File: src/rtl/core/mrs_pkg.sv
package mrs_pkg;

	typedef enum logic [2:0] {
		SYM_DOT     = 3'd0,
		SYM_DASH    = 3'd1,
		SYM_GAP     = 3'd2,
		SYM_SLASH   = 3'd3,
		SYM_UNKNOWN = 3'd4
	} symbol_t;

	typedef enum logic [1:0] {
		RUN_SLASH,
		RUN_UNKNOWN,
		RUN_CODE
	} run_kind_t;

	typedef struct packed {
		logic      gap;
		run_kind_t kind;
	} run_ctl_t;

	localparam logic [7:0] CHAR_SPACE = 8'h20;
	// code bits kept in the 6-bit shift field
	localparam logic [7:0] CODE_MASK  = 8'h3F;

	// code behind a leading 1 marker, dot 0 dash 1, zero means no code
	function automatic logic [7:0] code_of(input logic [7:0] ch);
		logic [7:0] c;
		case (ch)
			8'h41: c = 8'd5;
			8'h42: c = 8'd24;
			8'h43: c = 8'd26;
			8'h44: c = 8'd12;
			8'h45: c = 8'd2;
			8'h46: c = 8'd18;
			8'h47: c = 8'd14;
			8'h48: c = 8'd16;
			8'h49: c = 8'd4;
			8'h4A: c = 8'd23;
			8'h4B: c = 8'd13;
			8'h4C: c = 8'd20;
			8'h4D: c = 8'd7;
			8'h4E: c = 8'd6;
			8'h4F: c = 8'd15;
			8'h50: c = 8'd22;
			8'h51: c = 8'd29;
			8'h52: c = 8'd10;
			8'h53: c = 8'd8;
			8'h54: c = 8'd3;
			8'h55: c = 8'd9;
			8'h56: c = 8'd17;
			8'h57: c = 8'd11;
			8'h58: c = 8'd25;
			8'h59: c = 8'd27;
			8'h5A: c = 8'd28;
			8'h30: c = 8'd63;
			8'h31: c = 8'd47;
			8'h32: c = 8'd39;
			8'h33: c = 8'd35;
			8'h34: c = 8'd33;
			8'h35: c = 8'd32;
			8'h36: c = 8'd48;
			8'h37: c = 8'd56;
			8'h38: c = 8'd60;
			8'h39: c = 8'd62;
			8'h2E: c = 8'd85;
			8'h2C: c = 8'd115;
			8'h3F: c = 8'd76;
			8'h27: c = 8'd94;
			8'h21: c = 8'd107;
			8'h2F: c = 8'd50;
			8'h28: c = 8'd54;
			8'h29: c = 8'd109;
			8'h26: c = 8'd40;
			8'h3A: c = 8'd120;
			8'h3B: c = 8'd106;
			8'h3D: c = 8'd49;
			8'h2B: c = 8'd42;
			8'h2D: c = 8'd97;
			8'h5F: c = 8'd77;
			8'h22: c = 8'd82;
			default: c = 8'd0;
		endcase
		return c;
	endfunction

endpackage

File: src/rtl/core/mrs_char_if.sv
interface mrs_char_if;
	logic       valid;
	logic       ready;
	logic [7:0] char_code;
	logic       new_message;

	modport source (output valid, output char_code, output new_message, input ready);
	modport sink (input valid, input char_code, input new_message, output ready);
endinterface

File: src/rtl/core/mrs_sym_if.sv
interface mrs_sym_if;
	logic       valid;
	logic       ready;
	logic [2:0] symbol;
	logic       last;

	modport source (output valid, output symbol, output last, input ready);
	modport sink (input valid, input symbol, input last, output ready);
endinterface

File: src/rtl/core/mrs_decode.sv
module mrs_decode
	import mrs_pkg::*;
#(
	parameter int MAX_CODE_LEN = 6
) (
	input  logic [7:0]                         char_code,
	input  logic                               new_message,
	input  logic                               started,
	output run_ctl_t                           ctl,
	output logic [$clog2(MAX_CODE_LEN+1)-1:0] len,
	output logic [MAX_CODE_LEN-1:0]            code
);

	localparam int LEN_W = $clog2(MAX_CODE_LEN + 1);

	logic [7:0]       packed_code;
	logic [2:0]       msb_pos;
	logic [7:0]       code_lo;
	logic [7:0]       aligned;

	assign packed_code = code_of(char_code);

	// position of the marker bit gives the length
	always_comb begin
		msb_pos = 3'd0;
		for (int i = 1; i < 8; i++) begin
			if (packed_code[i]) begin
				msb_pos = 3'(i);
			end
		end
	end

	always_comb begin
		if (LEN_W'(msb_pos) > LEN_W'(MAX_CODE_LEN)) begin
			len = LEN_W'(MAX_CODE_LEN);
		end else begin
			len = LEN_W'(msb_pos);
		end
	end

	// left-align so the first symbol sits in the top bit
	assign code_lo = packed_code & ((8'd1 << len) - 8'd1) & CODE_MASK;
	assign aligned = code_lo << (LEN_W'(MAX_CODE_LEN) - len);
	assign code    = aligned[MAX_CODE_LEN-1:0];

	always_comb begin
		ctl.gap = started && !new_message;
		if (char_code == CHAR_SPACE) begin
			ctl.kind = RUN_SLASH;
		end else if (packed_code[7:1] == 7'd0) begin
			ctl.kind = RUN_UNKNOWN;
		end else begin
			ctl.kind = RUN_CODE;
		end
	end

endmodule

File: src/rtl/core/mrs_serializer.sv
module mrs_serializer
	import mrs_pkg::*;
#(
	parameter int MAX_CODE_LEN = 6
) (
	input  logic                               clk,
	input  logic                               arst_n,
	input  logic                               load,
	input  run_ctl_t                           ctl,
	input  logic [$clog2(MAX_CODE_LEN+1)-1:0] len,
	input  logic [MAX_CODE_LEN-1:0]            code,
	output logic                               can_load,
	mrs_sym_if.source                          syms
);

	localparam int LEN_W = $clog2(MAX_CODE_LEN + 1);

	logic                    busy_q;
	logic                    gap_q;
	run_kind_t               kind_q;
	logic [LEN_W-1:0]        cnt_q;
	logic [MAX_CODE_LEN-1:0] shift_q;
	logic                    valid_q;
	symbol_t                 sym_q;
	logic                    last_q;

	logic    out_free;
	logic    emit;
	logic    done;
	symbol_t sym_d;
	logic    last_d;

	assign out_free = !valid_q || syms.ready;
	assign emit     = busy_q && out_free;

	always_comb begin
		if (gap_q) begin
			sym_d  = SYM_GAP;
			last_d = 1'b0;
		end else begin
			case (kind_q)
				RUN_SLASH: begin
					sym_d  = SYM_SLASH;
					last_d = 1'b1;
				end
				RUN_CODE: begin
					sym_d  = shift_q[MAX_CODE_LEN-1] ? SYM_DASH : SYM_DOT;
					last_d = (cnt_q == LEN_W'(1));
				end
				default: begin
					sym_d  = SYM_UNKNOWN;
					last_d = 1'b1;
				end
			endcase
		end
	end

	assign done     = emit && last_d;
	// next word may enter as the last symbol of this one moves out
	assign can_load = !busy_q || done;

	always_ff @(posedge clk or negedge arst_n) begin
		if (!arst_n) begin
			busy_q  <= 1'b0;
			gap_q   <= 1'b0;
			kind_q  <= RUN_UNKNOWN;
			cnt_q   <= '0;
			valid_q <= 1'b0;
		end else begin
			if (load) begin
				busy_q <= 1'b1;
				gap_q  <= ctl.gap;
				kind_q <= ctl.kind;
				cnt_q  <= len;
			end else if (emit) begin
				if (done) begin
					busy_q <= 1'b0;
				end
				if (gap_q) begin
					gap_q <= 1'b0;
				end else if (kind_q == RUN_CODE) begin
					cnt_q <= cnt_q - LEN_W'(1);
				end
			end
			if (emit) begin
				valid_q <= 1'b1;
			end else if (syms.ready) begin
				valid_q <= 1'b0;
			end
		end
	end

	always_ff @(posedge clk) begin
		if (load) begin
			shift_q <= code;
		end else if (emit && !gap_q && kind_q == RUN_CODE) begin
			shift_q <= shift_q << 1;
		end
		if (emit) begin
			sym_q  <= sym_d;
			last_q <= last_d;
		end
	end

	assign syms.valid  = valid_q;
	assign syms.symbol = sym_q;
	assign syms.last   = last_q;

endmodule

File: src/rtl/core/morse_encoder.sv
// International Morse encoder: each word on chars is one 8-bit character and
// comes out on syms as a run of symbols (dot, dash, character gap, word slash
// or unknown marker), one symbol per word, the final one flagged by last. A
// character gap leads the run unless new_message is set or nothing has been
// sent since reset. Space gives a word slash; any byte without a code,
// lower case included, gives one unknown marker. A run holds 1 to 7 symbols
// (leading gap plus up to six dots and dashes), sent through the single output
// register that takes one symbol a cycle while syms is ready; the next character
// is taken in the cycle its predecessor's last symbol enters that register, so
// one-symbol runs flow at one character per cycle. Output stalls hold the run in
// place.
module morse_encoder
	import mrs_pkg::*;
#(
	parameter int MAX_CODE_LEN = 6
) (
	input  logic      clk,
	input  logic      arst_n,
	mrs_char_if.sink  chars,
	mrs_sym_if.source syms
);

	localparam int LEN_W = $clog2(MAX_CODE_LEN + 1);

	logic                    started_q;
	logic                    accept;
	logic                    can_load;
	run_ctl_t                ctl;
	logic [LEN_W-1:0]        len;
	logic [MAX_CODE_LEN-1:0] code;

	assign chars.ready = can_load;
	assign accept      = chars.valid && can_load;

	always_ff @(posedge clk or negedge arst_n) begin
		if (!arst_n) begin
			started_q <= 1'b0;
		end else if (accept) begin
			started_q <= 1'b1;
		end
	end

	mrs_decode #(
		.MAX_CODE_LEN(MAX_CODE_LEN)
	) u_decode (
		.char_code  (chars.char_code),
		.new_message(chars.new_message),
		.started    (started_q),
		.ctl        (ctl),
		.len        (len),
		.code       (code)
	);

	mrs_serializer #(
		.MAX_CODE_LEN(MAX_CODE_LEN)
	) u_serializer (
		.clk     (clk),
		.arst_n  (arst_n),
		.load    (accept),
		.ctl     (ctl),
		.len     (len),
		.code    (code),
		.can_load(can_load),
		.syms    (syms)
	);

endmodule

File: src/flat_wrapper.sv
// flat-port wrapper written by rule: the top's interface ports become plain ports
module morse_encoder_flat import mrs_pkg::*;
#(
	parameter int MAX_CODE_LEN = 6
)
  (clk, arst_n, chars_valid, chars_char_code, chars_new_message, chars_ready, syms_valid, syms_symbol, syms_last, syms_ready);
  mrs_char_if chars_i ();
  mrs_sym_if syms_i ();
  input  logic clk;
  input  logic arst_n;
  input wire logic [$bits(chars_i.valid)-1:0] chars_valid;
  input wire logic [$bits(chars_i.char_code)-1:0] chars_char_code;
  input wire logic [$bits(chars_i.new_message)-1:0] chars_new_message;
  output wire logic [$bits(chars_i.ready)-1:0] chars_ready;
  output wire logic [$bits(syms_i.valid)-1:0] syms_valid;
  output wire logic [$bits(syms_i.symbol)-1:0] syms_symbol;
  output wire logic [$bits(syms_i.last)-1:0] syms_last;
  input wire logic [$bits(syms_i.ready)-1:0] syms_ready;
  assign chars_i.valid = chars_valid;
  assign chars_i.char_code = chars_char_code;
  assign chars_i.new_message = chars_new_message;
  assign chars_ready = chars_i.ready;
  assign syms_valid = syms_i.valid;
  assign syms_symbol = syms_i.symbol;
  assign syms_last = syms_i.last;
  assign syms_i.ready = syms_ready;
  morse_encoder #(.MAX_CODE_LEN(MAX_CODE_LEN)) u_core (.clk(clk), .arst_n(arst_n), .chars(chars_i), .syms(syms_i));
endmodule
File: config.mk
export PLATFORM = sky130hd
export DESIGN_NAME = morse_encoder_flat
export DESIGN_NICKNAME = d
export VERILOG_FILES = /design/src/rtl/core/mrs_pkg.sv /design/src/rtl/core/mrs_char_if.sv /design/src/rtl/core/mrs_sym_if.sv /design/src/rtl/core/mrs_decode.sv /design/src/rtl/core/mrs_serializer.sv /design/src/rtl/core/morse_encoder.sv /design/src/flat_wrapper.sv
export SDC_FILE = /design/constraint.sdc
export NUM_CORES = 1
export LEC_CHECK = 0
export ABC_AREA = 1
export BUFFER_PORTS_ARGS = -buffer_cell sky130_fd_sc_hd__buf_2
export CAP_MARGIN = 20
export CORE_MARGIN = 2
export CORE_UTILIZATION = 65
export CTS_BUF_LIST = sky130_fd_sc_hd__clkbuf_2
export DETAILED_ROUTE_END_ITERATION = 10
export PLACE_DENSITY = 0.86
export SLEW_MARGIN = 20
export SYNTH_ARGS = -nofsm -noshare
export SYNTH_HDL_FRONTEND = slang
export SYNTH_SLANG_ARGS = --single-unit
export TNS_END_PERCENT = 5
File: constraint.sdc
create_clock -name clk -period 4.4 [get_ports clk]
set_input_delay 0.88 -clock clk [delete_from_list [all_inputs] [get_ports clk]]
set_output_delay 0.88 -clock clk [all_outputs]
set_load 0.01 [all_outputs]
==> impl_metrics.yaml, run 1 <==
run_status:
  status: "completed"
sta:
  whs_ps: 358
  setup_viol: 0
  relSlewSlack: 0.697
  fmax_ghz: 0.279
  fin_crit_sh: 0.816
  finalHoldViolations: 0
  setup_tns_ps: 0
  period_minus_slack_ps: 3590
  skew_ps: 20.5
  tightest_slew_ps: 449
  grt_setup_unrepaired: "false"
  maxSlewViolCount: 0
synth:
  netlist_area_um2: 2000
  synth_cells: 312
  synth.net_count: 336
  ys_ff_latch: 19
  synth-edff-count: 10
  synth_flop_cell: "edfxtp_1"
  yosysUniqueCellTypes: 37
  netlist_top_cells_area: "nand2_1, edfxtp_1, dfrtp_1, nand3_1, ha_1"
  syn_avg_cell_area_um2: 6.42
  yosysTopAreaCellShare: 0.204
  yosys_warnings: 0
  ys_async_sr_fraction: 0.474
  yosysSeqAreaShare: 0.263
  yosysTopAreaCell: "nand2_1"
setup_path:
  r2r.worst_path.cells: 11
  required_ps: 4490
  worst_setup_path_end_kind: "flop"
  critPathTopFamily: "simple AND/OR/NAND/NOR gates"
  critPathMostFrequentCell: "nand2_1"
  r2r_start: "u_core.u_serializer.cnt_q[0]"
  critPathMaxFanout: 8
  r2r_slack_ps: 2120
  critical_path.slowest_cell: "ha_1"
  worstReg2RegEnd: "u_core.u_serializer.shift_q[4]"
  critPathMaxStageDelay_ps: 390
  worstSetupPathType: "in2reg"
  crit_arrival_ps: 3680
  crit_buf_inv: 4
  crit_chain: "buf_2, inv_1, ha_1, a21oi_1, nand2_1, nand2_1, nand2_1, nand2_1, nor2_1, nor2_2, nand2_1, nand2_1, nand2_2, nand2_4, nand2_4, ha_1, inv_1, o21ai_0, inv_1, a21oi_2, nand2_1, nand2_1, nand2_1, nand2_1"
  cp-start-kind: "primary input"
cells_and_area:
  areaGrowthSynthToFinish_pct: 4.87
  layout_common_cells: "nand2_1, inv_1, nor2_1"
  drive_above_1_share: 0.171
  antenna_cells: 0
  mostFrequentLayoutCell: "nand2_1"
  fin_area_um2: 2100
  fin_cells: 361
  final_nets: 353
cts:
  cts_root_buf: "clkbuf_2"
  post-cts-setup-buffers: 0
  cts_buffers: 3
  clk_pin_slew_ps: 180
  cts_sinks: 19
  cts_buffer_depth: 2
  clk_latency_ps: 320
  cts_hold_buffers: 0
  cts_tree: "built"
  cts_max_level: 1
  cts_resized: 0
placement:
  io_buffers: 18
  dp_hpwl_um: 3710
  placed_area_um2: 2080
  dp_cells: 357
  gp_congestion: 1.00
power:
  p_leak_uw: 0.00111
  peakVddDrop_uv: 156
  totalPowerFinal_uw: 833
  power_density_nw_per_um2: 396
floorplan:
  die_h_um: 59.5
  die_w_um: 59.5
  initial_core_util: 0.667
  fp.coreArea_um2: 3000
  dieArea_um2: 3540
  rows: 20
  ios: 19
grt:
  track_usage: 0.288
  grt_max_degree: 19
  grt_pass1_wl_um: 7890
  grt_overflow: 0
  grt_pass1_vias: 1854
  antenna_found_initial: 0
run:
  max_cap_violations: 0
routing:
  drcViolationCount: 0
  drt-pass1-iter-count: 4
  routed_via_density: 5.68
  wl_per_cell_um: 13.1
  drt-initial-drc-count: 149
  wirelength_um: 4720
  ant_nets: 0
  vias: 2052
min_path:
  hold_path_class: "in2async"
==> synth_stat cells (3+ instances only) <==
cell type	number
nor2_2	3
nor2_1	30
ha_1	11
inv_2	6
o21ai_1	4
a21oi_2	3
dfrtp_1	8
o21ai_0	13
a21oi_1	12
nand2_2	7
nand3_1	29
inv_1	33
edfxtp_1	10
nand2_4	3
nand2_1	109
buf_6	4
==> per-layer routing <==
metal	track usage	part of all wire
met1	0.370	0.42
met2	0.484	0.47
met3	0.0153	0.061
met4	0.152	0.043
met5	0	0
==> report_power, final <==
part / internal, uW / switching, uW / total [uW]
clock network: 20.6 / 52.6 / 73.2
registers: 302 / 31.4 / 333
logic: 139 / 287 / 426
==> area by class of cell <==
cell class / instances / area [um^2]
Inverter: 42 / 163
Timing Repair Buffer: 18 / 90.1
Multi-Input combinational cell: 245 / 1260
Tap cell: 33 / 41.3
Sequential cell: 19 / 527
Fill cell: 276 / 902
Clock buffer: 3 / 15.0
Clock inverter: 1 / 5.00
==> metrics by stage <==
| stage | utilization | setup slack (ps) |
|---|---|---|
| after floorplan | - | 1090 |
| after global placement | 0.693 | 594 |
| after detailed placement | 0.693 | 555 |
| after CTS | 0.700 | 878 |
| after global routing | 0.700 | 581 |
| final | 0.700 | 811 |
==> cells by family after synthesis <==
kind of cell,count (synthesis),share of synthesized area
adder cells (fa/ha/maj),11,0.0687
AO/OA/AOI/OAI,42,0.131
flip-flops,19,0.263
AND/OR/NAND/NOR,190,0.417
buffers and inverters,48,0.108
XOR/XNOR,2,0.0125
==> registers in the layout, summed over array words and instances (netlist names) <==
name	cells
u_core.started_q	1
u_core.u_serializer.syms.symbol	3
u_core.u_serializer.kind_q	2
u_core.u_serializer.syms.valid	1
u_core.u_serializer.syms.last	1
u_core.u_serializer.gap_q	1
u_core.u_serializer.cnt_q	3
u_core.u_serializer.shift_q	6
u_core.u_serializer.busy_q	1
==> worst max-delay path by stage <==
stage,from,end,slack (ps),cells past startpoint
after floorplan,chars_char_code[0],u_core.u_serializer.shift_q[5],1090,23
after detailed placement,chars_char_code[0],u_core.u_serializer.shift_q[5],560,24
final,chars_char_code[0],u_core.u_serializer.shift_q[5],810,24
after global placement,chars_char_code[0],u_core.u_serializer.shift_q[5],590,24
after global routing,chars_char_code[0],u_core.u_serializer.shift_q[5],580,24
after CTS,chars_char_code[0],u_core.u_serializer.shift_q[5],880,24
No activity file was read; power rests on OpenSTA's default activity.
==> run 2: changes to the inputs <==
--- a/config.mk
+++ b/config.mk
@@ -9,10 +9,10 @@
 export BUFFER_PORTS_ARGS = -buffer_cell sky130_fd_sc_hd__buf_2
 export CAP_MARGIN = 20
 export CORE_MARGIN = 2
-export CORE_UTILIZATION = 65
+export CORE_UTILIZATION = 56
 export CTS_BUF_LIST = sky130_fd_sc_hd__clkbuf_2
 export DETAILED_ROUTE_END_ITERATION = 10
-export PLACE_DENSITY = 0.86
+export PLACE_DENSITY = 0.79
 export SLEW_MARGIN = 20
 export SYNTH_ARGS = -nofsm -noshare
 export SYNTH_HDL_FRONTEND = slang
==> constraint.sdc (replaced) <==
create_clock -name clk -period 3.1 [get_ports clk]
set_input_delay 0.62 -clock clk [delete_from_list [all_inputs] [get_ports clk]]
set_output_delay 0.62 -clock clk [all_outputs]
set_load 0.01 [all_outputs]
==> run 2 against run 1 <==
  * Total power rose by 49%
  * Sequential power is 44% higher
  * Cell count increased by 11%
  * Clock skew fell by 17 ps
  * Critical path depth is the same
  * First-iteration DRC count rose by 6.7%
  * Largest power group unchanged
==> impl_metrics.yaml, run 2 (synthesis gave the netlist of run 1 again) <==
placement:
  dp_hpwl_um: 4060
  dp_cells: 395
  gp_congestion: 1.06
  placed_area_um2: 2280
  place_ws_ps: -61.1
  io_buffers: 18
routing:
  drt-pass1-iter-count: 6
  route.top_layer_used: "met4"
  drcViolationCount: 0
  wirelength_um: 5050
  wl_met3_um: 404
  routed_via_density: 5.47
  met1_length_um: 2220
  wl_per_cell_um: 12.7
  drt-initial-drc-count: 159
  wl_met2_um: 2340
  ant_nets: 0
  vias: 2182
cts:
  cts_buffer_depth: 2
  post-cts-setup-buffers: 0
  cts_root_buf: "clkbuf_2"
  clk_pin_slew_ps: 170
  cts_max_level: 1
  clk_latency_ps: 310
  cts_hold_buffers: 0
  cts_buffers: 3
  cts_sinks: 19
  cts_tree: "built"
sta:
  skew_ps: 3.88
  maxSlewViolCount: 0
  period_minus_slack_ps: 2860
  finalHoldViolations: 0
  tightest_slew_ps: 369
  setup_tns_ps: 0
  grt_setup_unrepaired: "false"
  relSlewSlack: 0.754
  fin_crit_sh: 0.921
  setup_viol: 0
  worst_slack_ps: 244
  fmax_ghz: 0.350
floorplan:
  die_w_um: 63.8
  fp.coreArea_um2: 3390
  dieArea_um2: 4070
  rows: 21
  initial_core_util: 0.591
  die_h_um: 63.8
  ios: 19
min_path:
  hold_path_class: "in2async"
run:
  max_cap_violations: 0
cells_and_area:
  mostFrequentLayoutCell: "nand2_1"
  largest_reg_flops: 6
  fill_cells: 298
  area.sequential_um2: 527
  fin_cells: 399
  drive_above_1_share: 0.232
  layout_common_cells: "nand2_1, inv_1, nor2_1"
  areaGrowthSynthToFinish_pct: 15.2
  final_nets: 378
  multi_input_area_um2: 1260
  antenna_cells: 0
  fin_area_um2: 2310
  largest-register: "u_core.u_serializer.shift_q"
power:
  p_comb_frac: 0.529
  seq_power_share: 0.386
  swShare: 0.441
  peakVddDrop_uv: 219
  p_leak_uw: 0.00123
  switching_power_uw: 546
  p_int_uw: 693
  clkPwrFrac: 0.084
  power_density_nw_per_um2: 537
setup_path:
  worst_setup_path_end_kind: "flop"
  crit_arrival_ps: 3040
  r2r_start: "u_core.u_serializer.cnt_q[0]"
  worstReg2RegEnd: "u_core.u_serializer.cnt_q[1]"
  cp-start-kind: "primary input"
  r2r.worst_path.cells: 11
  critPathMaxFanout: 5
  r2r_slack_ps: 830
  required_ps: 3280
  worstSetupPathType: "in2reg"
grt:
  grt_overflow: 0
  track_usage: 0.264
  grt_pass1_wl_um: 8680
  antenna_found_initial: 0
  grt_max_degree: 17
  grt_pass1_vias: 2008
run_status:
  status: "completed"
## run 2: how the worst max path moves through the flow
| stage | from | to | slack (ps) |
|---|---|---|---|
| after CTS | chars_char_code[0] | u_core.u_serializer.shift_q[3] | 290 |
| after global routing | chars_char_code[0] | u_core.u_serializer.shift_q[3] | 30 |
| after global placement | chars_char_code[0] | u_core.u_serializer.shift_q[3] | -20 |
| after detailed placement | chars_char_code[0] | u_core.u_serializer.shift_q[3] | -60 |
| after floorplan | chars_char_code[0] | u_core.u_serializer.shift_q[5] | 50 |
| final | chars_char_code[0] | u_core.u_serializer.shift_q[3] | 240 |
## run 2: area by class of cell
type / count / share of cell area
inverters: 42 / 0.0705
flip-flops and latches: 19 / 0.228
well taps: 46 / 0.0249
multi-input cells: 245 / 0.547
clock buffers: 3 / 0.00651
repair buffers: 43 / 0.120
clock inverters: 1 / 0.00217
## run 2: worst max-delay path, stage by stage
cell and delay (ps):
buf_2 120, inv_1 100, ha_1 350, a21oi_1 210
nand2_1 70, nand2_1 70, nand2_1 50, nand2_1 60
nor2_1 40, nor2_2 100, nand2_1 60, nand2_1 60
nand2_2 60, nand2_4 70, nand2_4 50, buf_4 140
ha_1 200, nand3_1 80, nand2_1 90, nand3_1 120
nand2_1 90, nand2_1 60, nand2_1 50, o21ai_1 110
## run 2: power by group through the flow
stage	clock, uW	sequential, uW	combinational (uW)
final	104	479	656
after global routing	114	488	749
after CTS	106	478	654
after detailed placement	0	484	650
after global placement	0	477	633
after floorplan	0	489	433
## run 2: stage by stage
step | utilization | hold WS [ps] | power, uW
5_1_grt | 0.681 | 101 | 1350
4_1_cts | 0.680 | 116 | 1240
3_3_place_gp | 0.674 | 439 | 1110
2_1_floorplan | - | 324 | 922
6_report | 0.681 | 119 | 1240
3_5_place_dp | 0.674 | 439 | 1130
## run 2: layer usage
metal / up-vias / global-route usage
li1: 1088 / -
met1: 983 / 0.368
met2: 100 / 0.435
met3: 11 / 0.0264
met4: 0 / 0.0707
met5: - / 0
## run 2: repair_timing
action                     CTS  global route
gates resized for setup      0             2
hold endpoints to repair     0             0
setup endpoints to repair    0             2
